$ cat config.mk
export PLATFORM = sky130hd
export DESIGN_NAME = lpe_front
export DESIGN_NICKNAME = d
export VERILOG_FILES = /design/src/hw/rtl/lpe_pkg.sv /design/src/hw/rtl/lpe_front.sv
export SDC_FILE = /design/constraint.sdc
export NUM_CORES = 1
export LEC_CHECK = 0
export BUFFER_PORTS_ARGS = -buffer_cell sky130_fd_sc_hd__buf_2
export CORE_ASPECT_RATIO = 1.75
export CORE_MARGIN = 2
export CORE_UTILIZATION = 40
export CTS_CLUSTER_DIAMETER = 150
export DETAILED_ROUTE_END_ITERATION = 10
export PLACE_DENSITY = 0.74
export SYNTH_ARGS = -nofsm -noshare
export SYNTH_HDL_FRONTEND = slang
export SYNTH_SLANG_ARGS = --single-unit
$ cat constraint.sdc
create_clock -name clock -period 9.5 [get_ports clock]
set_clock_uncertainty 0.2 [all_clocks]
set_input_delay 0.95 -clock clock [delete_from_list [all_inputs] [get_ports clock]]
set_output_delay 0.95 -clock clock [all_outputs]
set_load 0.02 [all_outputs]
$ cat src/hw/rtl/lpe_pkg.sv
// lpe_pkg: shared types, constants and helper functions of the 3x3 Laplacian edge filter.
// Used by every module of the block except lpe_fifo; depends on nothing else.
package lpe_pkg;

   localparam int PIX_W        = 8;
   localparam int COL_OUT_W    = 10;
   localparam int ROW_W        = 16;
   localparam int SUM_W        = 12;
   localparam int WIDTH_REG_W  = 11;
   localparam int HEIGHT_REG_W = 16;
   localparam int CSR_ADDR_W   = 3;
   localparam int CSR_DATA_W   = 32;

   localparam logic [WIDTH_REG_W-1:0]  WIDTH_RESET  = 11'd640;
   localparam logic [HEIGHT_REG_W-1:0] HEIGHT_RESET = 16'd480;
   localparam int MIN_DIM = 3;

   // register index, taken from the word address bit of the configuration port
   localparam logic REG_FRAME_WIDTH  = 1'b0;
   localparam logic REG_FRAME_HEIGHT = 1'b1;

   localparam logic [PIX_W-1:0] SAT_MAX = 8'hFF;

   // one accepted pixel after classification
   typedef struct packed {
      logic [PIX_W-1:0]     pixel;
      logic [COL_OUT_W-1:0] center_col;
      logic [ROW_W-1:0]     center_row;
      logic                 emit;
      logic                 last;
   } lpe_item_type;

   // one result transaction
   typedef struct packed {
      logic [PIX_W-1:0]     edge_four;
      logic [PIX_W-1:0]     edge_eight;
      logic [COL_OUT_W-1:0] center_col;
      logic [ROW_W-1:0]     center_row;
      logic                 frame_last;
   } lpe_result_type;

   function automatic logic signed [SUM_W-1:0] ext_pix(input logic [PIX_W-1:0] p);
      return signed'({{(SUM_W-PIX_W){1'b0}}, p});
   endfunction

   function automatic logic [PIX_W-1:0] abs_sat(input logic signed [SUM_W-1:0] v);
      logic [SUM_W-1:0] mag;
      mag = v[SUM_W-1] ? SUM_W'(-v) : SUM_W'(v);
      return (mag > SUM_W'(SAT_MAX)) ? SAT_MAX : mag[PIX_W-1:0];
   endfunction

endpackage

$ cat src/hw/rtl/lpe_front.sv
// lpe_front: raster position counters; tags each accepted pixel with its line store
// address, centre position, emit and last flags. Depends on lpe_pkg.
module lpe_front #(
   parameter int MAX_WIDTH = 1024
) (
   input  logic                                 clock,
   input  logic                                 reset,
   input  logic                                 restart,
   input  logic [lpe_pkg::WIDTH_REG_W-1:0]      frame_width,
   input  logic [lpe_pkg::HEIGHT_REG_W-1:0]     frame_height,
   input  logic                                 accept,
   input  logic [lpe_pkg::PIX_W-1:0]            pixel,
   output lpe_pkg::lpe_item_type                item,
   output logic [$clog2(MAX_WIDTH)-1:0]         addr
);

   localparam int CW    = $clog2(MAX_WIDTH);
   localparam int CNT_W = CW + 1;
   localparam int RW    = lpe_pkg::ROW_W;

   logic [CW-1:0]    col_ff, col_in;
   logic [RW-1:0]    row_ff, row_in;
   logic [CNT_W-1:0] width_eff;
   logic [RW-1:0]    height_eff;
   logic [31:0]      width_wide;
   logic             col_end, row_end;
   logic [CW+9:0]    col_prev;

   // clamp width to 3..MAX_WIDTH and height to at least 3
   always_comb begin
      width_wide = 32'(frame_width);
      if (width_wide < 32'(lpe_pkg::MIN_DIM)) begin
         width_eff = CNT_W'(lpe_pkg::MIN_DIM);
      end else if (width_wide > 32'(MAX_WIDTH)) begin
         width_eff = CNT_W'(MAX_WIDTH);
      end else begin
         width_eff = CNT_W'(frame_width);
      end
      height_eff = (frame_height < RW'(lpe_pkg::MIN_DIM)) ? RW'(lpe_pkg::MIN_DIM)
                                                         : frame_height;
   end

   assign col_end  = (CNT_W'(col_ff) == width_eff - CNT_W'(1));
   assign row_end  = (row_ff == height_eff - RW'(1));
   assign col_prev = {10'b0, col_ff - CW'(1)};

   always_comb begin
      item.pixel      = pixel;
      item.center_col = col_prev[lpe_pkg::COL_OUT_W-1:0];
      item.center_row = row_ff - RW'(1);
      item.emit       = (col_ff >= CW'(2)) && (row_ff >= RW'(2));
      item.last       = col_end && row_end;
      addr            = col_ff;
   end

   always_comb begin
      col_in = col_ff;
      row_in = row_ff;
      if (restart) begin
         col_in = '0;
         row_in = '0;
      end else if (accept) begin
         if (col_end) begin
            col_in = '0;
            row_in = row_end ? '0 : row_ff + RW'(1);
         end else begin
            col_in = col_ff + CW'(1);
         end
      end
   end

   always_ff @(posedge clock) begin
      if (reset) begin
         col_ff <= '0;
         row_ff <= '0;
      end else begin
         col_ff <= col_in;
         row_ff <= row_in;
      end
   end

   a_restart_clears: assert property (@(posedge clock) disable iff (reset)
      restart |=> (col_ff == '0 && row_ff == '0))
      else $error("position counters not cleared after register write");

   a_last_is_interior: assert property (@(posedge clock) disable iff (reset)
      (accept && item.last) |-> item.emit)
      else $error("frame end marked on a border pixel");

endmodule

==> impl_results.rst <==
.. list-table::
   :header-rows: 1

   * - Metric
     - Value
   * - Result of the run
     - complete, no violations
   * - Max-cap violations
     - 0
   * - Clock transition at the registers of the reported paths
     - 70 ps
   * - Register bit total from synthesis
     - 26
   * - Layout-stage area growth over the synthesis result
     - 11.8%
   * - H-tree levels
     - 1
   * - Routing usage on met2
     - 40.1%
   * - Number of buffers on the longest clock path
     - 2
   * - Synth Warn #
     - 0
   * - Net switching power
     - 77.9 µW
   * - Worst path cell trace
     - buf_2 > or4_4 > o41ai_4 > inv_1 > ha_1 > or4bb_1 > o211ai_1 > a22o_1 > a31oi_1 > a2111oi_0 > nand2_1 > nor4_1 > buf_2
   * - Post-layout util
     - 45.6%
   * - Sort of element at the end of the critical path
     - primary output
   * - Synth Cell Area
     - 3050 µm²
   * - Total Wirelength
     - 8900 µm
   * - Data required time at the worst endpoint
     - 8350 ps
   * - Die height
     - 119 µm
   * - CTS buffer count
     - 3
   * - GR Layer Usage met3
     - 2.12%
   * - Switching part of the total
     - 28.2%
   * - Transition time at the pin with the least slew margin
     - 807 ps
   * - Share of the cycle needed by the critical path after routing
     - 60.3%
   * - Max transition margin
     - 45.9%
   * - First-pass iteration count of the detailed router
     - 4
   * - Maximum single-stage delay on the critical path
     - 610 ps
   * - Final Instance Area
     - 3410 µm²
   * - Standard cell core area
     - 7460 µm²
   * - Part of the power in combinational logic
     - 23.6%
   * - Leading cell types in the layout, fill and taps excluded
     - buf_2, nor2_1, xnor2_1, xor2_1, nor3_1
   * - Post-DP HPWL
     - 7100 µm
   * - Clock network latency to the later pin of the worst-skew pair
     - 260 ps
   * - Count of unresolved DRC violations after routing
     - 0
   * - Setup TNS
     - 0 ps
   * - Setup repair after global routing missed its margin
     - no
   * - Number of distinct library cells after synthesis
     - 60
   * - Std cell rows
     - 42
   * - DIE AREA
     - 8360 µm²
   * - Synthesized instance count
     - 416
   * - Final Hold Viols
     - 0
   * - Post-route worst setup slack
     - 3770 ps
   * - Power Dens Cells
     - 81.2 nW/µm²
   * - Highest ir drop seen on vdd
     - 0.0000587 V
   * - CTS tree
     - done
   * - Count of flip-flops with a built-in enable after synthesis
     - 0
   * - Buffers inserted during post-CTS setup optimization
     - 0
   * - Final RePlAce weighted congestion
     - 0.901
   * - Mean post-synth cell area
     - 7.32 µm²
   * - Startpoint kind of the worst setup timing path
     - input pin
   * - Number of antenna violations at the first check in global routing
     - 0
   * - Most common cell after layout, fill and taps aside
     - buf_2
   * - Via/cell ratio
     - 5.94
   * - Most used flip-flop cell after synthesis
     - dfxtp_1
   * - Initial core utilization
     - 40.8%
   * - Ant diodes
     - 0
   * - Data arrival time of the worst path
     - 4580 ps
   * - First-pass GRT wire length
     - 14700 µm
   * - Total congestion overflow
     - 0
   * - Internal power consumption
     - 199 µW
   * - Hold buffer count at CTS
     - 0
   * - Overall fraction of global-route tracks in use
     - 21.2%
   * - Total via count after detailed routing
     - 3190
   * - Vias in the first global route
     - 3112
   * - Final-report max-slew violation count
     - 0
   * - Share of the yosys chip area belonging to registers
     - 17.1%
   * - IO buf count
     - 68
   * - Crit-path most repeated cell
     - buf_2
   * - Setup-failing EPs final
     - 0
   * - Clock share of power
     - 36.6%
   * - Async S/R FF share, synth
     - 0%
   * - Count of clock tree sinks
     - 26
   * - Peak clock frequency supported by timing
     - 175 MHz
   * - Type of the setup path with the least slack
     - in -> out
   * - Root Buffer Master
     - clkbuf_16
   * - Portion of total power attributed to sequential cells
     - 39.8%
   * - Die width
     - 70.0 µm
   * - Worst slack at placement
     - 3780 ps
   * - Total of cells resized after clock tree synthesis
     - 0
   * - Placement-stage cell area
     - 3320 µm²
   * - Number of DRC markers in iteration 0
     - 149
   * - Leakage component of the power
     - 1.29 nW
   * - Top-level I/O count
     - 85
   * - Average detailed-routed wire length per instance
     - 16.6 µm
   * - Net count after synthesis
     - 463
   * - Met1 demand-to-capacity share in global routing
     - 23.2%
   * - Final worst path period need
     - 5730 ps
   * - Maximum number of pins on one net before global-route repair
     - 19
   * - Maximum fanout encountered on the critical timing path
     - 13
   * - Crit-path slowest cell
     - or4_4
   * - Layout net count
     - 497
   * - Layer with the highest usage after global routing
     - met2
   * - Share of final-layout standard cells stronger than drive strength 1
     - 18.7%
   * - Path category of the worst min-delay check
     - reg -> reg
   * - Antenna Violating Nets Remaining
     - 0
[final timing paths]
| kind | startpoint | end | slack [ps] | depth (start not counted) |
|---|---|---|---|---|
| worst max register to register | addr[6] | row_ff[15] | 5990 | 8 |
| worst max-delay path | frame_width[7] | item[0] | 3770 | 13 |
| worst min-delay path | row_ff[15] | row_ff[15] | 390 | 2 |
| worst min register to register | row_ff[15] | row_ff[15] | 390 | 2 |
[power by group through the flow]
stage / combinational [mW] / sequential [mW] / clock, mW
5_1_grt: 0.0721 / 0.110 / 0.107
6_report: 0.0653 / 0.110 / 0.101
2_1_floorplan: 0.0473 / 0.112 / 0
3_3_place_gp: 0.0634 / 0.113 / 0
3_5_place_dp: 0.0645 / 0.113 / 0
4_1_cts: 0.0648 / 0.110 / 0.102
[through the flow]
| step | hold WS [ps] | cells | power [mW] |
|---|---|---|---|
| 6_report | 388 | 537 | 0.277 |
| 5_1_grt | 412 | 537 | 0.289 |
| 4_1_cts | 386 | 537 | 0.277 |
| 3_5_place_dp | 375 | 533 | 0.177 |
| 3_3_place_gp | 368 | 533 | 0.176 |
| 2_1_floorplan | 301 | 416 | 0.160 |
[cell usage after synthesis (all sizes together) (8+ instances only)]
library cell | n | area (µm²)
nor2 | 37 | 139
or3 | 10 | 62.6
inv | 18 | 67.6
nand3 | 15 | 75.1
or4 | 9 | 71.3
a22o | 8 | 70.1
nor3 | 33 | 175
nand2 | 24 | 90.1
clkbuf | 27 | 101
xnor2 | 32 | 280
ha | 8 | 100
buf | 13 | 90.1
o21ai | 13 | 65.1
dfxtp | 26 | 521
a21oi | 8 | 40.0
xor2 | 31 | 272
nor4 | 15 | 100
[worst max-delay path, delay by kind of cell]
kind            cells  cell delay [ps]
compound gates      5             1260
simple gates        4             1560
fa+ha+maj           1              360
buf+inv             3              440
[layer usage]
layer	share of wire, %	wire [µm]
met2	53	4690
met5	0	0
met3	4.6	407
met4	3.9	343
met1	39	3460
[cells by family (layout without fill, tap and decap cells)]
kind of cell	Yosys count	count (layout)	synth area share, %
xor gates and xnor gates	63	63	18.1
adders and majority gates	8	8	3.29
and+or+nand+nor	184	184	33.3
AOI/OAI and AO/OA	70	70	17.3
muxes	7	7	2.42
DFF	26	26	17.1
buffers and inverters	58	91	8.50
[cell type report]
| type | instances | area [µm²] |
|---|---|---|
| repair buffers | 69 | 348 |
| flip-flops and latches | 26 | 520 |
| fillers | 769 | 4060 |
| inverters | 18 | 67.6 |
| well taps | 88 | 110 |
| multi-input cells | 332 | 2270 |
| clock buffers | 4 | 88.8 |
[registers in the layout, summed over array words and instances, names as in the netlist]
register and count:
row_ff 16, addr 10
(Power assumes the default switching activity.)
