`src/hw/rtl/lpe_fifo.sv`:
```
// lpe_fifo: small register-based queue with count, used between front and back
// and in front of the result port. Depends on no package.
module lpe_fifo #(
   parameter int DATA_W = 8,
   parameter int DEPTH  = 2
) (
   input  logic                         clock,
   input  logic                         reset,
   input  logic                         push,
   input  logic [DATA_W-1:0]            push_data,
   output logic                         full,
   input  logic                         pop,
   output logic [DATA_W-1:0]            pop_data,
   output logic                         empty,
   output logic [$clog2(DEPTH+1)-1:0]   count
);

   localparam int PTR_W = (DEPTH > 1) ? $clog2(DEPTH) : 1;
   localparam int CNT_W = $clog2(DEPTH+1);

   logic [DATA_W-1:0] slot_ff [DEPTH];
   logic [PTR_W-1:0]  wr_ptr_ff, wr_ptr_in;
   logic [PTR_W-1:0]  rd_ptr_ff, rd_ptr_in;
   logic [CNT_W-1:0]  count_ff, count_in;
   logic              do_push, do_pop;

   assign full     = (count_ff == CNT_W'(DEPTH));
   assign empty    = (count_ff == '0);
   assign count    = count_ff;
   assign pop_data = slot_ff[rd_ptr_ff];
   assign do_push  = push && !full;
   assign do_pop   = pop && !empty;

   always_comb begin
      wr_ptr_in = wr_ptr_ff;
      rd_ptr_in = rd_ptr_ff;
      count_in  = count_ff;
      if (do_push) begin
         wr_ptr_in = (wr_ptr_ff == PTR_W'(DEPTH-1)) ? '0 : wr_ptr_ff + PTR_W'(1);
      end
      if (do_pop) begin
         rd_ptr_in = (rd_ptr_ff == PTR_W'(DEPTH-1)) ? '0 : rd_ptr_ff + PTR_W'(1);
      end
      if (do_push && !do_pop) begin
         count_in = count_ff + CNT_W'(1);
      end else if (do_pop && !do_push) begin
         count_in = count_ff - CNT_W'(1);
      end
   end

   always_ff @(posedge clock) begin
      if (reset) begin
         wr_ptr_ff <= '0;
         rd_ptr_ff <= '0;
         count_ff  <= '0;
      end else begin
         wr_ptr_ff <= wr_ptr_in;
         rd_ptr_ff <= rd_ptr_in;
         count_ff  <= count_in;
      end
   end

   always_ff @(posedge clock) begin
      if (do_push) begin
         slot_ff[wr_ptr_ff] <= push_data;
      end
   end

endmodule

```
`config.mk`:
```
export PLATFORM = sky130hd
export DESIGN_NAME = lpe_fifo
export DESIGN_NICKNAME = d
export VERILOG_FILES = /design/src/hw/rtl/lpe_fifo.sv
export SDC_FILE = /design/constraint.sdc
export NUM_CORES = 1
export LEC_CHECK = 0
export BUFFER_PORTS_ARGS = -buffer_cell sky130_fd_sc_hd__buf_2
export CORE_UTILIZATION = 40
export DETAILED_ROUTE_END_ITERATION = 8
export SETUP_SLACK_MARGIN = 0.02
export SYNTH_ARGS = -nofsm -noshare
export SYNTH_HDL_FRONTEND = slang
export SYNTH_SLANG_ARGS = --single-unit
```
`constraint.sdc`:
```
create_clock -name clock -period 3.8 [get_ports clock]
set_input_delay 0.19 -clock clock [delete_from_list [all_inputs] [get_ports clock]]
set_output_delay 0.19 -clock clock [all_outputs]
set_load 0.005 [all_outputs]
```
==> impl_metrics.env, run 1 <==
export IMPL_status="complete, no violations"
export IMPL_core_area_um2=1780
export IMPL_numCtsBuffers=3
export IMPL_p_leak_nw=0.388
export IMPL_avgViaCountPerCell=4.54
export IMPL_critPathMaxFanout=6
export IMPL_synth_xor_area_share_pct=3.31
export IMPL_worst_setup_path_end_kind="register"
export IMPL_rows=15
export IMPL_die_x_um=46.5
export IMPL_syn_avg_cell_area_um2=15.9
export IMPL_rsz0062_at_grt="false"
export IMPL_netlist_area_um2=793
export IMPL_antenna_found_initial=0
export IMPL_finalCritPeriodShare_pct=41.8
export IMPL_drc_errors=0
export IMPL_min_path_type="in2reg"
export IMPL_grt_pass1_vias=407
export IMPL_syn2layout_area_growth_pct=21.1
export IMPL_critPathLaunchType="register"
export IMPL_grt_max_degree=12
export IMPL_clk_latency_ps=290
export IMPL_synth_cells=50
export IMPL_drv_slew=0
export IMPL_root_buffer="clkbuf_4"
export IMPL_htree_levels=1
export IMPL_io_pins=24
export IMPL_period_needed_ps=1590
export IMPL_grt_usage_pct=11.8
export IMPL_hold_viol_final=0
export IMPL_vias=459
export IMPL_ys_seq_area_share_pct=73.2
export IMPL_nets=90
export IMPL_setup_viol=0
export IMPL_critical_path_class="reg2reg"
export IMPL_layout_commonest_cell="buf_2"
export IMPL_post_cts_buffers=0
export IMPL_cts_sinks=21
export IMPL_finish_utilization_pct=53.9
export IMPL_synthMuxAreaShare_pct=11.4
export IMPL_first_pass_iters=4
export IMPL_yosys_area_share_simple_pct=5.84
export IMPL_drv_cap=0
export IMPL_slew_headroom_pct=73.4
export IMPL_hold_buffers=0
export IMPL_diodes=0
export IMPL_place_gp_congestion=0.783
export IMPL_worst_pin_slew_ps=399
export IMPL_final_cell_mix="23 x buf_2, 16 x edfxtp_1, 8 x mux2_2"
export IMPL_clock_path_buffers=2
export IMPL_ys_ff_latch=21
export IMPL_ys_top_cells_by_area="edfxtp_1 61%, dfxtp_1 13%, mux2_2 11%"
export IMPL_max_freq_mhz=629
export IMPL_die_area_um2=2170
export IMPL_yosys_warnings=0
export IMPL_crit_required_ps=4030
export IMPL_ant_nets=0
export IMPL_fin_setup_tns_ps=0
export IMPL_grt_pass1_wl_mm=1.66
export IMPL_drtIter0Drc=8
export IMPL_clkTransAtPathRegs_ps=110
export IMPL_synth_top_family_by_area="multiplexers"
export IMPL_die_height_um=46.5
export IMPL_synthDistinctLibCells=13
export IMPL_synth_fa_ha_area_share_pct=1.58
export IMPL_io_buffers=23
export IMPL_synth_compound_area_share_pct=3.15
export IMPL_synth_top_area_share_pct=60.6
export IMPL_routedWlPerCell_um=11.2
export IMPL_initial_core_util_pct=44.5
export IMPL_synth_fp_nets=63
export IMPL_synth_top_area_cell="edfxtp_1"
export IMPL_arrival_ps=1820
export IMPL_power_density_nw_per_um2=624
export IMPL_wirelength_mm=1.13
export IMPL_drive_gt1_share_pct=46.1
export IMPL_vdd_drop_max_mv=0.280
export IMPL_ctsResizeCount=0
export IMPL_skew_ps=3.14
export IMPL_dpl_hpwl_um=772
export IMPL_grt_overflow_total=0
export IMPL_cts_tree="built"
[sequential cells by signal (all words and copies together) (netlist names), named ones only]
register	count
slot_ff	16
count	2
rd_ptr_ff	1
wr_ptr_ff	1
[logic make-up after synthesis]
family	after synthesis
muxes	8
buffers and inverters	3
and+or+nand+nor	9
xor gates and xnor gates	3
AOI/OAI and AO/OA	5
DFF	21
adders and majority gates	1
[through the flow]
| stage | hold slack [ps] | std cells | cell area (um2) | total power, mW | setup WS (ps) |
|---|---|---|---|---|---|
| 2_1_floorplan | 259 | 50 | 793 | 0.435 | 2310 |
| 3_3_place_gp | 377 | 97 | 935 | 0.501 | 2290 |
| 3_5_place_dp | 381 | 97 | 935 | 0.503 | 2230 |
| 4_1_cts | 66.8 | 101 | 961 | 0.606 | 2220 |
| 5_1_grt | 57.3 | 101 | 961 | 0.641 | 2120 |
| 6_report | 81.0 | 101 | 961 | 0.599 | 2210 |
[routing by layer]
layer / up-vias / routed length (um) / global-route usage (%) / share of wire [%]
li1: 232 / - / - / -
met1: 212 / 565 / 12.8 / 50
met2: 15 / 510 / 18.9 / 45
met3: 0 / 58 / 6.27 / 5.1
met4: 0 / 0 / 5.29 / 0
met5: - / 0 / 0 / 0
[area by class of cell]
type,instances,area [um2]
Inverter,2,7.51
Sequential cell,21,581
Tap cell,25,31.3
Clock buffer,4,26.3
Multi-Input combinational cell,26,200
Timing Repair Buffer,23,115
Fill cell,177,822
[critical path: stages (launching register included)]
cell	delay, ps
dfxtp_1	470
o21ai_0	190
ha_1	360
or3_1	370
a21oi_1	140
[power breakdown]
group          switching (mW)  internal, mW  total [mW]
combinational          0.0777        0.0946       0.172
clock                  0.0607        0.0408       0.101
sequential             0.0325         0.293       0.325
total                   0.171         0.428       0.599
[worst paths after layout]
path / slack, ps / cells past startpoint / end / from
setup / recovery: 2210 / 4 / count[1] / count[0]
hold reg to reg: 500 / 2 / wr_ptr_ff / wr_ptr_ff
hold / removal: 80 / 1 / slot_ff[1][3] / push_data[3]
setup reg to reg: 2210 / 4 / count[1] / count[0]
[cell usage after synthesis (all sizes together)]
master / instances
xor2: 3
inv: 2
and2: 1
nor2: 5
a21oi: 2
dfxtp: 5
or3: 2
mux2: 8
edfxtp: 16
o21ai: 3
nor2b: 1
buf: 1
ha: 1
Note: power is estimated with default switching activity, not from simulation.
==> run 2, diff against run 1 <==
--- a/config.mk
+++ b/config.mk
@@ -8,6 +8,7 @@
 export BUFFER_PORTS_ARGS = -buffer_cell sky130_fd_sc_hd__buf_2
 export CORE_UTILIZATION = 40
 export DETAILED_ROUTE_END_ITERATION = 8
+export PLACE_DENSITY = 0.67
 export SETUP_SLACK_MARGIN = 0.02
 export SYNTH_ARGS = -nofsm -noshare
 export SYNTH_HDL_FRONTEND = slang
==> constraint.sdc (replaced) <==
create_clock -name clock -period 1.45 [get_ports clock]
set_input_delay 0.0725 -clock clock [delete_from_list [all_inputs] [get_ports clock]]
set_output_delay 0.0725 -clock clock [all_outputs]
set_load 0.005 [all_outputs]
==> impl_metrics.env, run 2 (synthesized netlist as in run 1, its figures left out) <==
export IMPL_grt_overflow_total=0
export IMPL_vdd_drop_max_mv=0.932
export IMPL_drive_gt1_share_pct=52.7
export IMPL_root_buffer="clkbuf_4"
export IMPL_htree_levels=1
export IMPL_slew_headroom_pct=86.8
export IMPL_hold_viol_final=0
export IMPL_syn2layout_area_growth_pct=42.6
export IMPL_wirelength_mm=1.39
export IMPL_clock_path_buffers=2
export IMPL_place_gp_congestion=0.681
export IMPL_cts_tree="built"
export IMPL_hp_start="push"
export IMPL_regMostFlops="slot_ff"
export IMPL_vias=527
export IMPL_finalCritPeriodShare_pct=98.6
export IMPL_final_cell_mix="23 x buf_2, 16 x edfxtp_1, 9 x dlygate4sd3_1"
export IMPL_first_pass_iters=2
export IMPL_r2r_end="slot_ff[0][6]"
export IMPL_antenna_found_initial=0
export IMPL_period_needed_ps=1430
export IMPL_grt_pass1_wl_mm=2.10
export IMPL_crit_required_ps=1470
export IMPL_layout_commonest_cell="buf_2"
export IMPL_drv_cap=0
export IMPL_stdcell_area_um2=1130
export IMPL_fill_cells=149
export IMPL_clkTransAtPathRegs_ps=100
export IMPL_die_height_um=46.5
export IMPL_min_path_type="in2reg"
export IMPL_min_path_cells=4
export IMPL_fin_setup_tns_ps=0
export IMPL_dpl_hpwl_um=987
export IMPL_largest_reg_flops=16
export IMPL_worst_setup_path_end_kind="register"
export IMPL_io_buffers=23
export IMPL_critical_path_class="reg2reg"
export IMPL_max_freq_mhz=699
export IMPL_fin_hold_ws_ps=175
export IMPL_die_x_um=46.5
export IMPL_whs_endpoint="wr_ptr_ff"
export IMPL_drc_errors=0
export IMPL_routedWlPerCell_um=11.8
export IMPL_arrival_ps=1450
export IMPL_critPathLaunchType="register"
export IMPL_power_density_nw_per_um2=1560
export IMPL_ant_nets=0
export IMPL_r2r_slack_ps=20
export IMPL_setup_viol=0
export IMPL_core_area_um2=1780
export IMPL_avgViaCountPerCell=4.47
export IMPL_p_leak_nw=0.468
export IMPL_nets=107
export IMPL_grt_max_degree=12
export IMPL_r2r_start="count[1]"
export IMPL_io_pins=24
export IMPL_r2r_cells=5
export IMPL_status="complete, no violations"
export IMPL_grt_pass1_vias=520
export IMPL_drv_slew=0
export IMPL_grt_usage_pct=14.9
export IMPL_diodes=0
export IMPL_skew_ps=2.47
export IMPL_numCtsBuffers=3
export IMPL_rsz0062_at_grt="true"
export IMPL_die_area_um2=2170
export IMPL_drtIter0Drc=2
export IMPL_rows=15
export IMPL_critPathMaxFanout=4
export IMPL_clk_latency_ps=290
export IMPL_worst_pin_slew_ps=197
export IMPL_finish_utilization_pct=63.4
export IMPL_initial_core_util_pct=44.5
export IMPL_postPlaceCellArea_um2=980
export IMPL_cts_sinks=21
[run 2: cell types whose count changed in the layout (fill, tap and decap cells not counted)]
| cell | previous run | this run |
|---|---|---|
| nor2_1 | 5 | 4 |
| dfxtp_1 | 5 | 2 |
| nor2b_2 | 1 | 0 |
| o21ai_2 | 0 | 1 |
| nor2_2 | 0 | 1 |
| dfxtp_2 | 0 | 2 |
| o21ai_0 | 3 | 2 |
| ha_1 | 1 | 0 |
| dfxtp_4 | 0 | 1 |
| buf_4 | 0 | 8 |
| nor2b_4 | 0 | 1 |
| dlygate4sd3_1 | 0 | 9 |
| ha_2 | 0 | 1 |
[run 2: layout make-up]
cell class	instances	area, um2	area share [%]
sequential	21	587	51.9
timing repair buffer	40	265	23.5
multi-input combinational	26	214	18.9
tap	25	31.3	2.77
clock buffer	4	26.3	2.32
inverter	2	7.51	0.664
[run 2: report_power, final]
group	leakage, nW	switching (mW)	total, mW	internal (mW)
clock network	0.0150	0.154	0.261	0.107
registers	0.192	0.0906	0.870	0.780
logic	0.261	0.251	0.629	0.378
[run 2: worst max-delay path, cell delays in order (launching register included)]
cell and delay [ps]:
dfxtp_2 350, nor2b_4 130, buf_4 130, or3_1 330, inv_1 80, buf_4 140
[run 2: layer usage]
layer / vias up / share of wire, % / GRT usage, %
met2: 15 / 56 / 28.3
met4: 0 / 0.72 / 8.82
met5: - / 0 / 0
met1: 242 / 40 / 14.0
met3: 2 / 3.5 / 3.53
li1: 268 / - / -
[run 2: per-stage QoR]
step / setup WS (ps) / power [mW] / instances
after floorplan: 29.4 / 1.16 / 50
after global placement: 59.9 / 1.39 / 102
after detailed placement: -9.13 / 1.42 / 102
after CTS: 18.3 / 1.75 / 117
after global routing: -47.6 / 1.88 / 118
final: 20.0 / 1.76 / 118
[run 2: how the worst max path moves through the flow]
stage             start            end  slack [ps]
2_1_floorplan  count[1]       count[1]          30
3_3_place_gp   count[1]       count[1]          60
3_5_place_dp   count[1]       count[1]          -9
4_1_cts        count[1]       count[1]          20
5_1_grt        count[1]       count[1]         -50
6_report       count[1]  slot_ff[0][6]          20
[run 2: timing repair]
action | 4_1_cts | 5_1_grt
setup buffers | 2 | 1
pin swaps | 3 | 1
hold buffers | 9 | 0
endpoints found under the setup margin | 2 | 9
resized for setup | 3 | 2
hold endpoints to repair | 21 | 0
==> run 3, diff against run 2 <==
--- a/config.mk
+++ b/config.mk
@@ -8,7 +8,6 @@
 export BUFFER_PORTS_ARGS = -buffer_cell sky130_fd_sc_hd__buf_2
 export CORE_UTILIZATION = 40
 export DETAILED_ROUTE_END_ITERATION = 8
-export PLACE_DENSITY = 0.67
 export SETUP_SLACK_MARGIN = 0.02
 export SYNTH_ARGS = -nofsm -noshare
 export SYNTH_HDL_FRONTEND = slang
==> constraint.sdc (replaced) <==
create_clock -name clock -period 1.6 [get_ports clock]
set_input_delay 0.08 -clock clock [delete_from_list [all_inputs] [get_ports clock]]
set_output_delay 0.08 -clock clock [all_outputs]
set_load 0.005 [all_outputs]
==> impl_metrics.env, run 3 (synthesized netlist as in run 1, its figures left out) <==
export IMPL_drc_errors=0
export IMPL_nets=101
export IMPL_die_height_um=46.5
export IMPL_diodes=0
export IMPL_period_needed_ps=1490
export IMPL_crit_required_ps=1830
export IMPL_max_freq_mhz=672
export IMPL_grt_pass1_wl_mm=1.77
export IMPL_grt_overflow_total=0
export IMPL_initial_core_util_pct=44.5
export IMPL_arrival_ps=1720
export IMPL_critPathLaunchType="register"
export IMPL_cpPeakStageDelay_ps=380
export IMPL_cts_sinks=21
export IMPL_slew_headroom_pct=73.3
export IMPL_cp_num_buf_inv=0
export IMPL_drv_cap=0
export IMPL_clock_path_buffers=2
export IMPL_largest_reg_flops=16
export IMPL_layout_commonest_cell="buf_2"
export IMPL_io_pins=24
export IMPL_clk_latency_ps=290
export IMPL_io_buffers=23
export IMPL_grt_max_degree=13
export IMPL_die_area_um2=2170
export IMPL_first_pass_iters=4
export IMPL_worst_setup_path_end_kind="register"
export IMPL_vdd_drop_max_mv=0.844
export IMPL_vias=494
export IMPL_ant_nets=0
export IMPL_routedWlPerCell_um=10.7
export IMPL_hold_viol_final=0
export IMPL_path_delay_family="simple AND/OR/NAND/NOR gates"
export IMPL_power_density_nw_per_um2=1380
export IMPL_drv_slew=0
export IMPL_drive_gt1_share_pct=44.8
export IMPL_r2r_slack_ps=110
export IMPL_wirelength_mm=1.20
export IMPL_cts_tree="built"
export IMPL_critPathMaxFanout=6
export IMPL_numCtsBuffers=3
export IMPL_avgViaCountPerCell=4.41
export IMPL_grt_usage_pct=12.2
export IMPL_cp_cell_sequence="nor2b_4 -> nor2_1 -> ha_1 -> or3_1 -> a21oi_1"
export IMPL_dpl_hpwl_um=824
export IMPL_skew_ps=7.72
export IMPL_post_cts_buffers=0
export IMPL_critical_path_class="reg2reg"
export IMPL_worst_pin_slew_ps=400
export IMPL_drtIter0Drc=10
export IMPL_syn2layout_area_growth_pct=35.3
export IMPL_status="complete, no violations"
export IMPL_min_path_type="in2reg"
export IMPL_rsz0062_at_grt="false"
export IMPL_place_gp_congestion=0.769
export IMPL_final_cell_mix="23 x buf_2, 16 x edfxtp_1, 9 x dlygate4sd3_1"
export IMPL_setup_viol=0
export IMPL_antenna_found_initial=0
export IMPL_fin_setup_tns_ps=0
export IMPL_finalCritPeriodShare_pct=93.0
export IMPL_clkTransAtPathRegs_ps=110
export IMPL_rows=15
export IMPL_die_x_um=46.5
export IMPL_core_area_um2=1780
export IMPL_root_buffer="clkbuf_4"
export IMPL_regMostFlops="slot_ff"
export IMPL_htree_levels=1
export IMPL_cpMaxStageDelayCell="dfxtp_2"
export IMPL_p_leak_nw=0.440
export IMPL_finish_utilization_pct=60.2
export IMPL_grt_pass1_vias=442
-- run 3: cell type report --
class,count,area (um2)
Clock inverter,1,5.00
Clock buffer,3,22.5
Fill cell,153,709
Timing Repair Buffer,34,220
Sequential cell,21,582
Tap cell,25,31.3
Multi-Input combinational cell,26,205
Inverter,2,7.51
-- run 3: routing by layer --
metal / global-route usage, % / vias to the layer above / routed length, um
li1: - / 256 / -
met1: 14.0 / 225 / 538
met2: 20.8 / 13 / 612
met3: 3.53 / 0 / 45
met4: 5.29 / 0 / 0
met5: 0 / - / 0
-- run 3: final timing paths --
path / end / from / cells after the start
setup / recovery: count[1] / count[1] / 5
setup reg to reg: count[1] / count[1] / 5
hold / removal: wr_ptr_ff / push / 4
hold reg to reg: wr_ptr_ff / wr_ptr_ff / 2
-- run 3: worst register-to-register path, cell delays in order (launching register included) --
cell     delay (ps)
dfxtp_2         380
nor2b_4         170
nor2_1           60
ha_1            310
or3_1           370
a21oi_1         140
-- run 3: timing repair --
item | CTS | global route
endpoints found under the setup margin | 0 | 1
hold buffers | 9 | 0
endpoints found under the hold margin | 21 | 0
resized for setup | 0 | 3
-- run 3: metrics by stage --
stage,power [mW],instances,instance area (um2),hold slack (ps),setup slack [ps]
2_1_floorplan,1.03,50,793,149,109
3_3_place_gp,1.22,99,950,267,110
3_5_place_dp,1.23,99,950,271,51.4
4_1_cts,1.49,112,1070,148,26.1
5_1_grt,1.58,112,1070,180,36.8
6_report,1.48,112,1070,161,112
-- run 3: power breakdown --
group          internal [mW]  leakage [nW]  switching [mW]
registers              0.698         0.191          0.0725
logic                  0.270         0.231           0.199
clock network         0.0928        0.0177           0.145
total                   1.06         0.440           0.417
